$ cat config.mk
export PLATFORM = sky130hd
export DESIGN_NAME = pvm_voice_ram
export DESIGN_NICKNAME = d
export VERILOG_FILES = /design/src/hw/rtl/pcm_voice_mixer_32ch_top_assert.svh /design/src/hw/rtl/pvm_voice_ram.sv
export SDC_FILE = /design/constraint.sdc
export NUM_CORES = 2
export LEC_CHECK = 0
export CORE_MARGIN = 1
export CORE_UTILIZATION = 40
export CTS_CLUSTER_DIAMETER = 80
export DETAILED_ROUTE_END_ITERATION = 8
export DONT_BUFFER_PORTS = 1
export GPL_TIMING_DRIVEN = 0
export SKIP_LAST_GASP = 1
export SYNTH_ARGS = -nofsm -noshare
export SYNTH_HDL_FRONTEND = slang
export SYNTH_SLANG_ARGS = --single-unit
$ cat constraint.sdc
create_clock -name clk -period 7.81 [get_ports clk]
set_input_delay 0 -clock clk [delete_from_list [all_inputs] [get_ports clk]]
set_output_delay 0 -clock clk [all_outputs]
set_load 0.02 [all_outputs]
$ cat src/hw/rtl/pcm_voice_mixer_32ch_top_assert.svh
// Assertion macros for the voice mixer top level
`ifndef PCM_VOICE_MIXER_32CH_TOP_ASSERT_SVH
`define PCM_VOICE_MIXER_32CH_TOP_ASSERT_SVH
// same-cycle implication
`define PVM_ASSERT_NOW(lbl, ante, cons, msg) \
  lbl: assert property (@(posedge clk) disable iff (rst) (ante) |-> (cons)) else $error(msg);
// next-cycle implication
`define PVM_ASSERT_NEXT(lbl, ante, cons, msg) \
  lbl: assert property (@(posedge clk) disable iff (rst) (ante) |=> (cons)) else $error(msg);
`endif

$ cat src/hw/rtl/pvm_voice_ram.sv
// Per-voice row memory, one write and one registered read port
module pvm_voice_ram #(
  parameter int DEPTH = 32,
  parameter int WIDTH = 128
) (
  input  logic                                   clk,
  input  logic                                   we,
  input  logic [(DEPTH > 1 ? $clog2(DEPTH) : 1)-1:0] waddr,
  input  logic [WIDTH-1:0]                       wdata,
  input  logic [(DEPTH > 1 ? $clog2(DEPTH) : 1)-1:0] raddr,
  output logic [WIDTH-1:0]                       rdata
);
  logic [WIDTH-1:0] mem [DEPTH];

  always_ff @(posedge clk) begin
    if (we) mem[waddr] <= wdata;
    rdata <= mem[raddr];
  end
endmodule

# Word-level counts from Yosys, hierarchy flattened
# Memory sizes are Yosys's and may differ from the RTL's. A register that Yosys moved wholly into a read port is not among the register bits.
# Index checks and enable logic that the tools add are counted.
# word_totals
output_inout_bits,128
register_bits,0
romBits,0
inputBits,140
latch_bits,0
ramBits,4096
memories,1
word_cells,3
# classes
shifts,0
n_mul,0
order_cmp,0
eq_ne,0
addsub,0
mux,2
n_bitwise,0
reduce_logical,0
div,0
# mem_list
memory,words,width,rd,rd_clocked_by_memory_dff,write_ports,line_no,source
mem,32,128,1,1,1,pvm_voice_ram.sv:13,logic [WIDTH-1:0] mem [DEPTH];
# ops
cell,count
$mux 1,2

# Longest topological paths before layout
# logic_depth
ltp_word,2
ltp_mapped,9
mapped_depth_nobuf,4

# Least setup slack after synthesis
# Ideal clock, no wire load.
# synth_path
kind,input-to-reg
startpoint,input port waddr[1] in the netlist's numbering
endpoint,memory mem[12][0] (enable)
arrival_time_ns,5.981
setup_ns,0.617
required_ns,7.193
cell_stages,3
path_buffers,1
slack_ns,1.212
cell_sequence,or3b_2 clkbuf_1 nor2_1
# synth_rtl
item,line_no,source
"start, declared",pvm_voice_ram.sv:8,"input logic [(DEPTH > 1 ? $clog2(DEPTH) : 1)-1:0] waddr,"
"end, declared",pvm_voice_ram.sv:13,
# No word-level cell before the write port.

==> qor.yml <==
outcome:
  outcome: "finished with violations"
  violations: "max-capacitance violations, max-slew violations"
yosys:
  yosys.area_share.adder_pct: 0
  synth_top_area_share_pct: 79.2
  postSynthCellCount: 6440
  async_flop_share_pct: 0
  synth_xor_area_share_pct: 0
  yosysWarnings: 0
  synth_edf_count: 4096
  synth_compound_area_share_pct: 2.28
  muxShareOfSynthArea_pct: 14.7
  synth.most_common_cell: "edfxtp_1"
  syn_avg_cell_area_sq_um: 24.1
  synth_top_family_by_area: "multiplexers"
  yosys-top-cells-area: "edfxtp_1 (79%), mux4_2 (14%), o22ai_1 (1.8%)"
  synthSimpleGateAreaFrac_pct: 0.832
  syn_nets: 6580
  synth_area_leader_cell: "edfxtp_1"
  yosysSeqAreaShare_pct: 80.9
  ys_ff_latch: 4224
  synth_cell_type_count: 28
  synthFlopType: "edfxtp_1"
  synthTopCellsByCount: "edfxtp_1 (4096), mux4_2 (956), o22ai_1 (444), mux2i_1 (136), dfxtp_1 (128)"
  synth_area_sq_um: 155000
die:
  start_util_pct: 40.2
  dieArea_sq_um: 391000
  io_pins: 268
  row_count: 228
  chipWidth_um: 625
  die_h_um: 625
  core_area_sq_um: 386000
job:
  cap_violations: 1
placement:
  hpwlAfterDp_mm: 270
  place_area_sq_um: 167000
  preCtsSetupSlack_ps: 3910
  portBuffers: 0
  dp.cells: 11800
  gp_congestion: 0.753
clocking:
  cts_made_buffers: 430
  htreeDepth: 5
  cts_tree: "built"
  cts_sinks: 4224
  clock_latency_ps: 990
  clk_path_buf_depth: 4
  clk_pin_slew_worst_paths_ps: 60
  root_buffer: "clkbuf_16"
power_and_ir_drop:
  swShare_pct: 21.8
  p_per_area_nw_per_um2: 263
  peakVddDrop_uv: 213
  p_leak_nw: 56.6
  seq_power_share_pct: 52.9
  intPower_mw: 37.6
  power_mw: 48.1
  combinationalPowerShare_pct: 4.7
  power.switching_mw: 10.5
  p_clk_share_pct: 42.4
route:
  drc: 0
  wl_met3_mm: 35.6
  routed_wl_mm: 422
  wl_met1_mm: 164
  drt-initial-drc-count: 9291
  avgRoutedWirePerCell_um: 32.8
  ant_nets: 0
  via_count: 74400
  viasPerCell: 5.79
  top_layer: "met5"
  dr.pass1.iters: 6
  wl_met2_mm: 208
global_routing:
  overflow: 0
  grt_max_degree: 33
  grt_pass1_wl_mm: 587
  antenna_found_initial: 73
  grt.total_usage_pct: 21.3
  grt_pass1_vias: 74900
timing:
  timing.hold.ws_ps: 61.5
  fin_setup_tns_ps: 0
  min_period_over_period_pct: 53.8
  report.final.hold_viol_count: 0
  relSlewSlack_pct: -3.08
  finalSetupViolCount: 0
  setup_slack_ps: 3610
  fmax_ghz: 0.238
  finalMaxSlewViolations: 11
  worstMarginPinSlew_ps: 1550
  period_needed_ps: 4200
  rsz0062_at_grt: "false"
  skew_ps: 43.6
setup_path:
  reg2reg_depth: 4
  path_class: "in -> reg"
  slowest_stage: "nor4_1"
  worst-path-buf-inv: 6
  crit_path_max_incr_delay_ps: 1170
  rrSetupSlack_ps: 5580
  r2r-start: "mem[15][56]"
  end_kind: "flip-flop"
  cp_top_family: "buffers and inverters"
  critPathLaunch: "raddr[1]"
  start_kind: "input pin"
  worstPathCellList: "dlygate4sd3_1 -> buf_4 -> nor2b_1 -> dlygate4sd3_1 -> buf_4 -> nand2_1 -> buf_2 -> clkbuf_1 -> o22ai_1 -> nor4_1"
  cp.arrival_ps: 4940
  cp_max_fo: 10
  cp_num_cells: 10
  required_ps: 8550
cells_and_area:
  fin_area_sq_um: 182000
  utilization_pct: 47.3
  layout.nets: 7397
  drive_gt1_share_pct: 27.2
  area_growth_pct: 17.5
  final_cells: 12800
hold_path:
  min_from: "wdata[74]"
  hp-class: "in -> reg"
  min_path_cells: 3
[registers in the layout (all words and copies together), names as in the netlist]
| name | cells |
|---|---|
| mem | 4096 |
| rdata | 128 |
[cells by family after synthesis]
group	count (synthesis)
compound gates	546
buf+inv	352
flops	4224
mux	1092
simple gates	226
[power by group through the flow]
stage	Combinational (mW)	Sequential (mW)	Clock, mW
after floorplan	1.10	25.9	0
after global placement	1.80	26.0	0
after CTS	2.27	25.4	20.7
final	2.24	25.4	20.4
after detailed placement	1.88	25.9	0
after global routing	2.36	25.5	21.5
[cell type report]
type | instances | area (sq um)
sequential | 4224 | 126000
tap | 5175 | 6470
buffer | 352 | 1960
clock inverter | 267 | 2640
clock buffer | 530 | 11300
antenna | 45 | 113
timing repair buffer | 385 | 6290
multi-input combinational | 1864 | 28000
fill | 31000 | 204000
[path summary, 6_finish.rpt]
path                end
max          rdata[126]
min          mem[9][74]
max reg2reg   rdata[56]
min reg2reg  rdata[104]
[placed cells by master (no fill, tap or decap), types with 12 or more instances in the layout]
cell type | synthesis | final
clkinvlp_4 | 0 | 15
mux2i_1 | 136 | 136
edfxtp_1 | 4096 | 4096
a22oi_1 | 102 | 102
o22ai_1 | 444 | 444
buf_12 | 0 | 189
inv_6 | 0 | 16
clkbuf_2 | 0 | 12
nor4_2 | 0 | 13
nand3_1 | 37 | 37
clkbuf_1 | 108 | 182
nor4_1 | 111 | 98
clkbuf_16 | 0 | 435
mux4_2 | 956 | 956
dfxtp_1 | 128 | 128
buf_1 | 44 | 44
bufinv_16 | 0 | 35
diode_2 | 0 | 45
buf_4 | 67 | 74
buf_6 | 30 | 30
buf_16 | 0 | 33
dlygate4sd3_1 | 0 | 153
clkinv_2 | 0 | 82
nor2_4 | 0 | 32
buf_2 | 94 | 97
nand4_1 | 17 | 17
clkinv_1 | 0 | 87
[metal layers]
metal | vias up | GRT usage, %
li1 | 29800 | -
met1 | 40300 | 28.8
met2 | 3547 | 35.3
met3 | 691 | 4.00
met4 | 28 | 6.56
met5 | - | 0
[worst reg2reg max path, stage by stage, from the launching register on]
cell           delay [ps]
edfxtp_1              380
mux4_2                500
a22oi_1               400
nand4_1               200
dlygate4sd3_1         620
[what timing repair did]
action / CTS / global route
endpoints found under the hold margin: 5536 / 0
hold buffers: 167 / 0
gates resized for setup: 0 / 0
setup buffers: 0 / 0
(Power assumes the default switching activity.)
